==> src/rtl/tts_pkg.sv <==
// Shared types, codes and defaults for the timeout table scheduler.
package tts_pkg;

    // Default sizes
    localparam int TIMER_SLOTS_DEF = 16;
    localparam int ID_BITS_DEF     = 8;

    // Field widths
    localparam int OP_W     = 2;
    localparam int ID_FLD_W = 8;
    localparam int DELAY_W  = 16;
    localparam int STATUS_W = 3;
    localparam int TIME_W   = 32;

    // Operation codes
    localparam logic [OP_W-1:0] OP_TICK     = 2'd0;
    localparam logic [OP_W-1:0] OP_SCHEDULE = 2'd1;
    localparam logic [OP_W-1:0] OP_CANCEL   = 2'd2;
    localparam logic [OP_W-1:0] OP_UNUSED   = 2'd3;

    // Result status codes
    localparam logic [STATUS_W-1:0] ST_EXPIRED   = 3'd0;
    localparam logic [STATUS_W-1:0] ST_SCHEDULED = 3'd1;
    localparam logic [STATUS_W-1:0] ST_DUPLICATE = 3'd2;
    localparam logic [STATUS_W-1:0] ST_FULL      = 3'd3;
    localparam logic [STATUS_W-1:0] ST_CANCELLED = 3'd4;
    localparam logic [STATUS_W-1:0] ST_NOT_FOUND = 3'd5;

    // Controller states
    typedef enum logic [1:0] {
        S_IDLE,
        S_SCAN,
        S_WAIT,
        S_DECIDE
    } t_state;

    // Controller to datapath
    typedef struct packed {
        logic load;     // latch a new transaction
        logic scan;     // read slot at scan address, advance
        logic restart;  // clear scan results, begin another pass
        logic commit;   // act on scan results
    } t_dp_cmd;

    // Datapath to controller
    typedef struct packed {
        logic [OP_W-1:0] op;
        logic            scan_last;
        logic            best_found;
    } t_dp_stat;

endpackage

==> src/rtl/timeout_table_scheduler.sv <==
// Top level of the timeout table scheduler: controller plus datapath.
//
//  channel  | handshake                | payload
//  ---------+--------------------------+-------------------------------------
//  command  | start, busy              | i_op, i_timer_id, i_delay_seconds
//  result   | o_valid (one-cycle pulse)| o_status, o_result_id, o_last_of_run
//
// A transaction is taken when start is high and busy is low. Each pass over
// the slot table reads one slot a cycle from the table memory port. Schedule
// and cancel take one pass; a tick takes one pass per expired entry plus one.
// Reset synchronously clears the slot valid bits and time. The receiver
// cannot stall results.
module timeout_table_scheduler #(
    parameter int TIMER_SLOTS = tts_pkg::TIMER_SLOTS_DEF,
    parameter int ID_BITS     = tts_pkg::ID_BITS_DEF
) (
    input  logic                           i_clk,
    input  logic                           i_rst_n,
    input  logic                           start,
    output logic                           busy,
    input  logic [tts_pkg::OP_W-1:0]       i_op,
    input  logic [tts_pkg::ID_FLD_W-1:0]   i_timer_id,
    input  logic [tts_pkg::DELAY_W-1:0]    i_delay_seconds,
    output logic                           o_valid,
    output logic [tts_pkg::STATUS_W-1:0]   o_status,
    output logic [tts_pkg::ID_FLD_W-1:0]   o_result_id,
    output logic                           o_last_of_run
);
    import tts_pkg::*;

    t_dp_cmd  dp_cmd;
    t_dp_stat dp_stat;

    // Sequencer
    tts_ctrl u_ctrl (
        .i_clk   (i_clk),
        .i_rst_n (i_rst_n),
        .start   (start),
        .i_op    (i_op),
        .i_stat  (dp_stat),
        .o_cmd   (dp_cmd),
        .busy    (busy)
    );

    // Slot table and result path
    tts_dp #(
        .TIMER_SLOTS (TIMER_SLOTS),
        .ID_BITS     (ID_BITS)
    ) u_dp (
        .i_clk           (i_clk),
        .i_rst_n         (i_rst_n),
        .i_cmd           (dp_cmd),
        .o_stat          (dp_stat),
        .i_op            (i_op),
        .i_timer_id      (i_timer_id),
        .i_delay_seconds (i_delay_seconds),
        .o_valid         (o_valid),
        .o_status        (o_status),
        .o_result_id     (o_result_id),
        .o_last_of_run   (o_last_of_run)
    );

endmodule

==> src/rtl/tts_ctrl.sv <==
// Controller state machine: sequences slot scans and commits.
module tts_ctrl (
    input  logic                  i_clk,
    input  logic                  i_rst_n,
    input  logic                  start,
    input  logic [tts_pkg::OP_W-1:0] i_op,
    input  tts_pkg::t_dp_stat     i_stat,
    output tts_pkg::t_dp_cmd      o_cmd,
    output logic                  busy
);
    import tts_pkg::*;

    t_state r_state, n_state;

    // State register
    always_ff @(posedge i_clk) begin
        if (!i_rst_n) begin
            r_state <= S_IDLE;
        end else begin
            r_state <= n_state;
        end
    end

    // Next state
    always_comb begin
        n_state = r_state;
        unique case (r_state)
            S_IDLE: begin
                if (start && i_op != OP_UNUSED) n_state = S_SCAN;
            end
            S_SCAN: begin
                if (i_stat.scan_last) n_state = S_WAIT;
            end
            S_WAIT: begin
                n_state = S_DECIDE;
            end
            S_DECIDE: begin
                // another pass while expired entries remain
                if (i_stat.op == OP_TICK && i_stat.best_found) n_state = S_SCAN;
                else n_state = S_IDLE;
            end
            default: n_state = S_IDLE;
        endcase
    end

    // Outputs
    always_comb begin
        o_cmd         = '0;
        o_cmd.load    = (r_state == S_IDLE) && start;
        o_cmd.scan    = (r_state == S_SCAN);
        o_cmd.commit  = (r_state == S_DECIDE);
        o_cmd.restart = (r_state == S_DECIDE) && (i_stat.op == OP_TICK) && i_stat.best_found;
        busy          = (r_state != S_IDLE);
    end

endmodule

==> src/rtl/tts_dp.sv <==
// Datapath: slot table, time counter, scan comparators and result register.
module tts_dp #(
    parameter int TIMER_SLOTS = tts_pkg::TIMER_SLOTS_DEF,
    parameter int ID_BITS     = tts_pkg::ID_BITS_DEF
) (
    input  logic                           i_clk,
    input  logic                           i_rst_n,
    input  tts_pkg::t_dp_cmd               i_cmd,
    output tts_pkg::t_dp_stat              o_stat,
    input  logic [tts_pkg::OP_W-1:0]       i_op,
    input  logic [tts_pkg::ID_FLD_W-1:0]   i_timer_id,
    input  logic [tts_pkg::DELAY_W-1:0]    i_delay_seconds,
    output logic                           o_valid,
    output logic [tts_pkg::STATUS_W-1:0]   o_status,
    output logic [tts_pkg::ID_FLD_W-1:0]   o_result_id,
    output logic                           o_last_of_run
);
    import tts_pkg::*;

    localparam int SLOT_W = (TIMER_SLOTS > 1) ? $clog2(TIMER_SLOTS) : 1;
    // stored id width: ID_BITS, capped at the 8-bit id field
    localparam int ID_W   = (ID_BITS < ID_FLD_W) ? ID_BITS : ID_FLD_W;

    // Slot table
    logic [TIMER_SLOTS-1:0] r_valid;
    logic [ID_W-1:0]        mem_id [TIMER_SLOTS];
    logic [TIME_W-1:0]      mem_dl [TIMER_SLOTS];

    // Transaction and time
    logic [TIME_W-1:0]  r_time;
    logic [OP_W-1:0]    r_op;
    logic [ID_W-1:0]    r_in_id;
    logic [DELAY_W-1:0] r_delay;

    // Scan address and read stage
    logic [SLOT_W-1:0] r_addr;
    logic              r_rd_en;
    logic [SLOT_W-1:0] r_rd_slot;
    logic              r_rd_vld;
    logic [ID_W-1:0]   r_rd_id;
    logic [TIME_W-1:0] r_rd_dl;

    // Scan results
    logic              r_hit;
    logic [SLOT_W-1:0] r_hit_slot;
    logic              r_free;
    logic [SLOT_W-1:0] r_free_slot;
    logic              r_best;
    logic [SLOT_W-1:0] r_best_slot;
    logic [TIME_W-1:0] r_best_age;
    logic [ID_W-1:0]   r_best_id;

    // Expired entry held back until the next pass says whether it is last
    logic              r_pend;
    logic [ID_W-1:0]   r_pend_id;

    // Result register
    logic                r_out_vld;
    logic [STATUS_W-1:0] r_out_status;
    logic [ID_W-1:0]     r_out_id;
    logic                r_out_last;

    logic [TIME_W-1:0] rd_age;
    logic              rd_expired;
    logic              rd_better;
    logic              scan_last;

    assign scan_last  = (r_addr == SLOT_W'(TIMER_SLOTS - 1));
    assign rd_age     = r_time - r_rd_dl;
    assign rd_expired = r_rd_vld && !rd_age[TIME_W-1];
    assign rd_better  = !r_best || (rd_age > r_best_age) ||
                        ((rd_age == r_best_age) && (r_rd_id < r_best_id));

    // Memory write and registered read
    always_ff @(posedge i_clk) begin
        if (i_cmd.commit && r_op == OP_SCHEDULE && !r_hit && r_free) begin
            mem_id[r_free_slot] <= r_in_id;
            mem_dl[r_free_slot] <= r_time + TIME_W'(r_delay);
        end
        if (i_cmd.scan) begin
            r_rd_id <= mem_id[r_addr];
            r_rd_dl <= mem_dl[r_addr];
        end
    end

    // Transaction latch, time counter, scan address, read stage flags
    always_ff @(posedge i_clk) begin
        if (!i_rst_n) begin
            r_time  <= '0;
            r_addr  <= '0;
            r_rd_en <= 1'b0;
        end else begin
            r_rd_en <= i_cmd.scan;
            if (i_cmd.load) begin
                r_op    <= i_op;
                r_in_id <= i_timer_id[ID_W-1:0];
                r_delay <= i_delay_seconds;
                r_addr  <= '0;
                if (i_op == OP_TICK) r_time <= r_time + 1'b1;
            end else if (i_cmd.restart) begin
                r_addr <= '0;
            end else if (i_cmd.scan) begin
                r_addr <= scan_last ? '0 : r_addr + 1'b1;
            end
        end
    end

    always_ff @(posedge i_clk) begin
        if (i_cmd.scan) begin
            r_rd_slot <= r_addr;
            r_rd_vld  <= r_valid[r_addr];
        end
    end

    // Scan comparators: id match, first free slot, earliest expired entry
    always_ff @(posedge i_clk) begin
        if (!i_rst_n) begin
            r_hit  <= 1'b0;
            r_free <= 1'b0;
            r_best <= 1'b0;
        end else if (i_cmd.load || i_cmd.restart) begin
            r_hit  <= 1'b0;
            r_free <= 1'b0;
            r_best <= 1'b0;
        end else if (r_rd_en) begin
            if (r_rd_vld && r_rd_id == r_in_id && !r_hit) begin
                r_hit      <= 1'b1;
                r_hit_slot <= r_rd_slot;
            end
            if (!r_rd_vld && !r_free) begin
                r_free      <= 1'b1;
                r_free_slot <= r_rd_slot;
            end
            if (rd_expired && rd_better) begin
                r_best      <= 1'b1;
                r_best_slot <= r_rd_slot;
                r_best_age  <= rd_age;
                r_best_id   <= r_rd_id;
            end
        end
    end

    // Commit: update slots and emit results
    always_ff @(posedge i_clk) begin
        if (!i_rst_n) begin
            r_valid   <= '0;
            r_pend    <= 1'b0;
            r_out_vld <= 1'b0;
        end else begin
            r_out_vld <= 1'b0;
            if (i_cmd.load) r_pend <= 1'b0;
            if (i_cmd.commit) begin
                case (r_op)
                    OP_TICK: begin
                        if (r_best) begin
                            r_valid[r_best_slot] <= 1'b0;
                            r_pend               <= 1'b1;
                            r_pend_id            <= r_best_id;
                            if (r_pend) begin
                                r_out_vld    <= 1'b1;
                                r_out_status <= ST_EXPIRED;
                                r_out_id     <= r_pend_id;
                                r_out_last   <= 1'b0;
                            end
                        end else begin
                            r_pend <= 1'b0;
                            if (r_pend) begin
                                r_out_vld    <= 1'b1;
                                r_out_status <= ST_EXPIRED;
                                r_out_id     <= r_pend_id;
                                r_out_last   <= 1'b1;
                            end
                        end
                    end
                    OP_SCHEDULE: begin
                        r_out_vld  <= 1'b1;
                        r_out_id   <= r_in_id;
                        r_out_last <= 1'b1;
                        if (r_hit) begin
                            r_out_status <= ST_DUPLICATE;
                        end else if (r_free) begin
                            r_valid[r_free_slot] <= 1'b1;
                            r_out_status         <= ST_SCHEDULED;
                        end else begin
                            r_out_status <= ST_FULL;
                        end
                    end
                    OP_CANCEL: begin
                        r_out_vld  <= 1'b1;
                        r_out_id   <= r_in_id;
                        r_out_last <= 1'b1;
                        if (r_hit) begin
                            r_valid[r_hit_slot] <= 1'b0;
                            r_out_status        <= ST_CANCELLED;
                        end else begin
                            r_out_status <= ST_NOT_FOUND;
                        end
                    end
                    default: ;
                endcase
            end
        end
    end

    // Status to controller and result ports
    always_comb begin
        o_stat            = '0;
        o_stat.op         = r_op;
        o_stat.scan_last  = scan_last;
        o_stat.best_found = r_best;
    end

    assign o_valid       = r_out_vld;
    assign o_status      = r_out_status;
    assign o_result_id   = ID_FLD_W'(r_out_id);
    assign o_last_of_run = r_out_last;

endmodule
==> config.mk <==
export PLATFORM = sky130hd
export DESIGN_NAME = timeout_table_scheduler
export DESIGN_NICKNAME = d
export VERILOG_FILES = /design/src/rtl/tts_pkg.sv /design/src/rtl/timeout_table_scheduler.sv /design/src/rtl/tts_ctrl.sv /design/src/rtl/tts_dp.sv
export SDC_FILE = /design/constraint.sdc
export NUM_CORES = 1
export LEC_CHECK = 0
export ABC_AREA = 1
export CORE_MARGIN = 1
export CORE_UTILIZATION = 40
export DETAILED_ROUTE_END_ITERATION = 8
export DONT_BUFFER_PORTS = 1
export GPL_TIMING_DRIVEN = 0
export HOLD_SLACK_MARGIN = 0.02
export SYNTH_ARGS = -nofsm -noshare
export SYNTH_HDL_FRONTEND = slang
export SYNTH_SLANG_ARGS = --single-unit
export TNS_END_PERCENT = 30
==> constraint.sdc <==
create_clock -name i_clk -period 11.5 [get_ports i_clk]
set_clock_uncertainty 0.2 [all_clocks]
set_input_delay 1.15 -clock i_clk [delete_from_list [all_inputs] [get_ports i_clk]]
set_output_delay 1.15 -clock i_clk [all_outputs]
set_load 0.02 [all_outputs]
==> flow_metrics.py, run 1 <==
metrics = {
    "outcome": {
        "status": "complete, no violations",
    },
    "yosys": {
        "ys.flop_type": "edfxtp_1",
        "ys_warn_count": 0,
        "yosysTopAreaCell": "edfxtp_1",
        "synthMuxAreaShare_pct": 0,
        "ys_types": 59,
        "synth-simple-area-share_pct": 11.9,
        "ys_async_sr_fraction_pct": 0,
        "syn_area_per_cell_um2": 11.5,
        "synth_top_family_by_area": "compound AO/OA/AOI/OAI gates",
        "synth_area_leaders": "edfxtp_1, o21ai_0, nor2_1, nand2_1, dfxtp_1",
        "synth_nets": 3325,
        "synth_edf_count": 783,
        "seq_area_frac_synth_pct": 67.3,
        "synthCells": 3198,
        "synth_xor_area_share_pct": 1.41,
        "synth-seq-cells": 843,
        "synthAdderAreaFrac_pct": 3.38,
        "synth_compound_area_share_pct": 12.0,
        "syn-cell-area_um2": 36700,
        "synth_top_area_share_pct": 64.0,
    },
    "hold_path": {
        "hp-class": "flop to flop",
        "min_from": "u_dp.r_rd_id[0]$_DFFE_PP_",
        "min_path_cells": 0,
        "holdPathEnd": "u_dp.r_best_id[0]$_DFFE_PP_",
    },
    "route": {
        "avgRoutedWirePerCell_um": 23.4,
        "vias": 25500,
        "drt-pass1-iter-count": 7,
        "via_per_inst": 5.56,
        "drt_iter0_drc": 2788,
        "final_antenna_net_count": 0,
        "drt_wl_total_mm": 108,
        "route.detailed.drc": 0,
    },
    "floorplan": {
        "core-area_um2": 90400,
        "std_cell_rows": 110,
        "start_util_pct": 40.6,
        "ios": 43,
        "die_w_um": 305,
        "die-height_um": 305,
        "dieArea_um2": 93100,
    },
    "finish": {
        "n_fill_cell": 8182,
        "fin_util_pct": 46.3,
        "fin_nets": 3465,
        "area_growth_pct": 13.9,
        "drive_gt1_share_pct": 8.22,
    },
    "clock_tree": {
        "cts_buffers": 86,
        "h-tree-depth": 3,
        "hold_buffers": 0,
        "clk_pin_slew_ns": 0.06,
        "cts_tree": "done",
        "clockRootBuffer": "clkbuf_16",
        "ctsResizeCount": 0,
        "clock_latency_ns": 0.65,
        "cts_buffer_depth": 3,
        "post_cts_buffers": 0,
        "cts_sinks": 843,
    },
    "sta": {
        "hold_viol": 0,
        "finalSetupViolCount": 0,
        "fin_tns_setup_ns": 0,
        "slew_headroom_pct": 2.79,
        "period_needed_ns": 5.43,
        "min_period_over_period_pct": 47.3,
        "setup_ws_ns": 6.07,
        "rsz0062_at_grt": "no",
        "fmax_mhz": 184,
        "finalMaxSlewViolations": 0,
        "worst-slew-pin-transition_ns": 1.45,
    },
    "worst_setup_path": {
        "crit_top_cell": "nand3_1",
        "reg2regPathDepth": 21,
        "rrSetupSlack_ns": 6.07,
        "path_class": "flop to flop",
        "r2r_end": "u_dp.r_best_age[23]$_DFFE_PP_",
        "cp_cell_sequence": "inv_1, ha_1, fa_1, o21ai_1, a21oi_1, o21ai_1, nand3_1, nand3_1, nand2_1, ha_1, nand2_1, nor2_1, nand3_1, nor2_1, nand3_1, nor2_1, a21oi_1, nand2_1, nand3_1, inv_2, buf_12",
        "crit_arrival_ns": 5.56,
        "worstPathRequired_ns": 11.63,
        "r2r-start": "u_dp.r_time[0]$_SDFFE_PN0P_",
        "crit_fanout": 32,
        "startpoint_type": "flop",
        "slowest_stage": "nor2_1",
        "path_buf_inv": 3,
        "critical-path-top-delay-family": "simple AND/OR/NAND/NOR gates",
        "cpPeakStageDelay_ns": 0.49,
        "endpoint_kind": "flop",
    },
    "grt": {
        "grtUsageMet1_pct": 31.9,
        "use_met2_pct": 35.2,
        "grt_pass1_wl_mm": 157,
        "grt_util_met3_pct": 4.10,
        "track_usage_pct": 22.8,
        "grt_pass1_vias": 24200,
        "grt_max_degree": 33,
        "antenna_found_initial": 1,
        "busiest_layer": "met2",
        "grt_overflow_total": 0,
    },
    "placed_design": {
        "place.port_buffers": 0,
        "post-place-ws_ns": 6.05,
        "hpwl_mm": 75.9,
        "gp_congestion": 0.914,
    },
    "pwr": {
        "power_mw": 7.30,
        "leakage_nw": 14.6,
        "max-vdd-ir-drop_uv": 114,
        "power_density_nw_per_um2": 174,
    },
    "flow_run": {
        "drv_cap": 0,
    },
}
[per-layer routing]
metal	routed length, um	vias up
met5	0	-
met4	3840	0
met3	9180	152
met2	48300	1047
met1	46200	12500
li1	-	11800
[final cells by class]
| class | count | area (um^2) | area share [%] |
|---|---|---|---|
| sequential | 843 | 24700 | 59.1 |
| multi-input combinational | 1973 | 10700 | 25.7 |
| clock buffer | 115 | 2340 | 5.60 |
| tap | 1176 | 1470 | 3.52 |
| inverter | 240 | 903 | 2.16 |
| timing repair buffer | 52 | 628 | 1.50 |
| buffer | 142 | 587 | 1.40 |
| clock inverter | 42 | 443 | 1.06 |
| antenna | 4 | 10.0 | 0.0239 |
[kinds of logic after synthesis]
| family | count (synthesis) |
|---|---|
| compound gates | 760 |
| xor+xnor | 59 |
| fa+ha+maj | 98 |
| buf+inv | 382 |
| flops | 843 |
| simple gates | 1056 |
[worst max-delay path by stage]
stage	from	endpoint	slack, ns	depth (start not counted)
6_report	u_dp.r_time[0]$_SDFFE_PN0P_	u_dp.r_best_age[23]$_DFFE_PP_	6.07	21
5_1_grt	u_dp.r_time[0]$_SDFFE_PN0P_	u_dp.r_best_age[30]$_DFFE_PP_	5.79	21
4_1_cts	u_dp.r_time[0]$_SDFFE_PN0P_	u_dp.r_best_age[23]$_DFFE_PP_	6.02	21
3_5_place_dp	u_dp.r_time[0]$_SDFFE_PN0P_	u_dp.r_best_age[28]$_DFFE_PP_	6.05	21
3_3_place_gp	u_dp.r_op[1]$_DFFE_PP_	u_dp.mem_dl[11][25]$_DFFE_PP_	1.11	4
2_1_floorplan	u_dp.r_op[1]$_DFFE_PP_	u_dp.mem_dl[11][0]$_DFFE_PP_	6.01	4
[report_power, final]
group          internal (mW)  switching, mW
clock                   1.60           1.20
combinational          0.248          0.732
sequential              3.46         0.0674
total                   5.30           2.00
[cells in the mapped netlist, types with 7 or more instances]
cell type / number
xor2_1: 41
nand2_1: 401
a31oi_1: 10
nor3_1: 27
o211ai_1: 21
a21oi_1: 118
o21ai_1: 7
edfxtp_1: 783
o22ai_1: 103
o21ai_0: 380
xnor2_1: 18
a21o_1: 7
nand4_1: 18
clkbuf_1: 96
inv_1: 232
o21a_1: 11
a211oi_1: 8
a32oi_1: 8
nor2_1: 464
buf_2: 35
buf_1: 7
ha_1: 96
o221ai_1: 61
nand3_1: 112
dfxtp_1: 60
[through the flow]
| stage | hold WS (ns) | cell area [um^2] | std cells |
|---|---|---|---|
| 2_1_floorplan | 0.226 | 36700 | 3198 |
| 3_3_place_gp | 0.234 | 38200 | 4374 |
| 3_5_place_dp | 0.235 | 39000 | 4426 |
| 4_1_cts | 0.249 | 41800 | 4583 |
| 5_1_grt | 0.254 | 41800 | 4583 |
| 6_report | 0.250 | 41800 | 4587 |
[layout by cell type (no fill, tap or decap), types with 15 or more instances in the layout]
cell	Yosys	layout
edfxtp_1	783	783
nor2_1	464	453
nand2_1	401	401
o21ai_0	380	380
inv_1	232	231
clkbuf_1	96	119
a21oi_1	118	118
nand3_1	112	112
o22ai_1	103	103
ha_1	96	95
clkbuf_16	0	88
o221ai_1	61	61
dfxtp_1	60	60
buf_2	35	35
xor2_1	41	32
buf_4	2	28
nor3_1	27	25
o211ai_1	21	21
nand4_1	18	18
xnor2_1	18	15
clkinv_1	1	15
nor2_4	4	15
clkinv_2	2	15
[flip-flops by register name, summed over array words and instances (netlist names), 2 cells and up]
name              cells
u_dp.mem_dl         512
u_dp.mem_id         128
u_dp.r_best_age      32
u_dp.r_rd_dl         32
u_dp.r_time          32
u_dp.r_delay         16
u_dp.r_valid         16
u_dp.o_result_id      8
u_dp.r_best_id        8
u_dp.r_in_id          8
u_dp.r_pend_id        8
u_dp.r_rd_id          8
u_dp.r_addr           4
u_dp.r_best_slot      4
u_dp.r_free_slot      4
u_dp.r_hit_slot       4
u_dp.r_rd_slot        4
u_dp.o_status         3
u_ctrl.r_state        2
u_dp.r_op             2
Power figures use the tool's default switching activity.
==> run 2: changes to the inputs <==
- clock period: 11.5 -> 4.6 ns (I/O delays scaled with it)
==> flow_metrics.py, run 2 (same netlist as run 1, synthesis figures left out) <==
metrics = {
    "pwr": {
        "power.internal_mw": 13.3,
        "leakage_nw": 14.8,
        "power.switching_mw": 5.02,
        "clock_power_share_pct": 38.2,
        "swShare_pct": 27.4,
        "share_comb_of_total_power_pct": 13.6,
        "power_mw": 18.3,
        "max-vdd-ir-drop_uv": 284,
        "power_frac_seq_pct": 48.1,
        "power_density_nw_per_um2": 433,
    },
    "placed_design": {
        "dp_cells": 4426,
        "hpwl_mm": 75.9,
        "gp_congestion": 0.914,
        "post-place-ws_ns": -0.851,
        "place.port_buffers": 0,
    },
    "clock_tree": {
        "clock_latency_ns": 0.65,
        "cts_buffer_depth": 3,
        "cts_sinks": 843,
        "clockRootBuffer": "clkbuf_16",
        "clk_pin_slew_ns": 0.06,
        "cts_tree": "done",
        "h-tree-depth": 3,
        "cts_buffers": 86,
    },
    "sta": {
        "finalSetupViolCount": 0,
        "worst-slew-pin-transition_ns": 1.47,
        "period_needed_ns": 4.40,
        "setup_ws_ns": 0.202,
        "fmax_mhz": 227,
        "finalMaxSlewViolations": 0,
        "hold_viol": 0,
        "slew_headroom_pct": 1.57,
        "min_period_over_period_pct": 95.6,
    },
    "finish": {
        "reg_top3": "u_dp.mem_dl: 512 flops, u_dp.mem_id: 128 flops",
        "final_cell_count_no_fill": 4617,
        "n_fill_cell": 8161,
        "final_common_cell": "edfxtp_1",
        "drive_gt1_share_pct": 8.78,
        "fin_nets": 3498,
        "seqCellArea_um2": 24700,
        "multi_input_area_um2": 10800,
        "largest_reg_flops": 512,
        "area_growth_pct": 15.1,
        "layout_common_cells": "edfxtp_1, nor2_1, nand2_1",
        "top_register": "u_dp.mem_dl",
    },
    "floorplan": {
        "ios": 43,
        "start_util_pct": 40.6,
        "die_w_um": 305,
        "dieArea_um2": 93100,
        "die-height_um": 305,
        "std_cell_rows": 110,
        "core-area_um2": 90400,
    },
    "worst_setup_path": {
        "endpoint_kind": "flop",
        "critical-path-top-delay-family": "simple AND/OR/NAND/NOR gates",
        "path_buf_inv": 3,
        "crit_top_cell": "nand2_1",
        "r2r_end": "u_dp.r_best_age[23]$_DFFE_PP_",
        "cpPeakStageDelay_ns": 0.49,
        "crit_fanout": 16,
        "path_class": "flop to flop",
        "r2r-start": "u_dp.r_rd_dl[0]$_DFFE_PP_",
        "reg2regPathDepth": 21,
        "slowest_stage": "fa_1",
        "startpoint_type": "flop",
        "cp_cell_sequence": "ha_2, fa_1, o21ai_4, a21oi_2, o21ai_2, buf_4, nand2_1, nand2_1, xor2_2, ha_1, nand2_1, nor2_1, nand3_1, nor2_4, nand3_1, nor2_1, a21oi_1, nand2_1, nand3_2, clkinv_4, buf_16",
        "worstPathRequired_ns": 4.75,
        "crit_arrival_ns": 4.55,
        "rrSetupSlack_ns": 0.20,
    },
    "route": {
        "route.detailed.drc": 0,
        "drt_wl_total_mm": 108,
        "via_per_inst": 5.56,
        "drt-pass1-iter-count": 7,
        "avgRoutedWirePerCell_um": 23.4,
        "final_antenna_net_count": 0,
        "drt_iter0_drc": 2716,
        "vias": 25700,
    },
    "grt": {
        "grt_max_degree": 33,
        "antenna_found_initial": 0,
        "grt_overflow_total": 0,
        "grt_pass1_wl_mm": 158,
        "grt_pass1_vias": 24400,
        "track_usage_pct": 22.9,
    },
    "hold_path": {
        "holdPathEnd": "u_dp.r_time[0]$_SDFFE_PN0P_",
        "hp-class": "input port to flop",
        "min_from": "start",
        "min_path_cells": 4,
    },
    "outcome": {
        "status": "complete, no violations",
    },
    "flow_run": {
        "drv_cap": 0,
    },
}
==> run 2: cell types whose count changed in the layout (fill, tap and decap cells not counted), sizes merged <==
cell,delta
diode,-3
clkinv,+1
dlygate4sd3,+28
inv,-1
buf,+4
clkbuf,+1
==> run 2: cell type report <==
cell class                 count  share of cell area (%)
sequential                   843                    58.5
multi-input combinational   1973                    25.6
clock buffer                 115                    5.54
tap                         1176                    3.48
timing repair buffer          85                    2.31
inverter                     240                    2.15
buffer                       142                    1.39
clock inverter                42                    1.05
antenna                        1                 0.00592
==> run 2: per-stage QoR <==
step                      TNS [ns]  instance area [um^2]  hold WS, ns  utilization, %
final                            0                 42300        0.115            46.8
after global placement    -1560.73                 38200        0.234            42.3
after global routing        -0.436                 42300        0.135            46.8
after detailed placement    -33.85                 39000        0.235            43.1
after floorplan            -142.21                 36700        0.226               -
after CTS                        0                 42100       0.0976            46.6
==> run 2: how the worst max path moves through the flow <==
stage	start	end	cells past startpoint	slack [ns]
floorplan	u_dp.r_op[1]$_DFFE_PP_	u_dp.mem_dl[11][0]$_DFFE_PP_	4	-0.89
global placement	u_dp.r_op[1]$_DFFE_PP_	u_dp.mem_dl[11][25]$_DFFE_PP_	4	-5.79
detailed placement	u_dp.r_time[0]$_SDFFE_PN0P_	u_dp.r_best_age[28]$_DFFE_PP_	21	-0.85
CTS	u_dp.r_rd_dl[0]$_DFFE_PP_	u_dp.r_best_age[23]$_DFFE_PP_	20	0.01
global route	u_dp.r_time[2]$_SDFFE_PN0P_	u_dp.r_best_id[7]$_DFFE_PP_	24	-0.02
finish	u_dp.r_rd_dl[0]$_DFFE_PP_	u_dp.r_best_age[23]$_DFFE_PP_	21	0.20
==> run 2: tightest hold or removal path, cell delays in order <==
cell      delay [ns]
nand2_1         0.09
clkinv_2        0.09
nand2_4         0.12
a21oi_1         0.16
==> run 2: power by group through the flow <==
stage	Clock [mW]	Combinational [mW]	Sequential [mW]
2_1_floorplan	0	1.47	8.87
3_3_place_gp	0	2.36	8.98
3_5_place_dp	0	2.41	8.97
4_1_cts	7.04	2.45	8.81
5_1_grt	7.35	2.72	8.82
6_report	7.00	2.50	8.81
==> run 2: routing by layer <==
metal	vias up	track usage, %	share of wire [%]	wire [um]
li1	11800	-	-	-
met1	12600	32.0	43	46700
met2	1044	35.3	45	48400
met3	154	3.97	8.2	8830
met4	0	9.31	3.9	4250
met5	-	0	0	0
==> run 2: what timing repair did <==
| action | in CTS | in global routing |
|---|---|---|
| setup endpoints to repair | 45 | 44 |
| resized for setup | 12 | 15 |
| hold buffers | 28 | 0 |
| gates cloned | 0 | 1 |
| setup buffers | 2 | 2 |
| pin swaps | 2 | 4 |
| endpoints found under the hold margin | 34 | 0 |
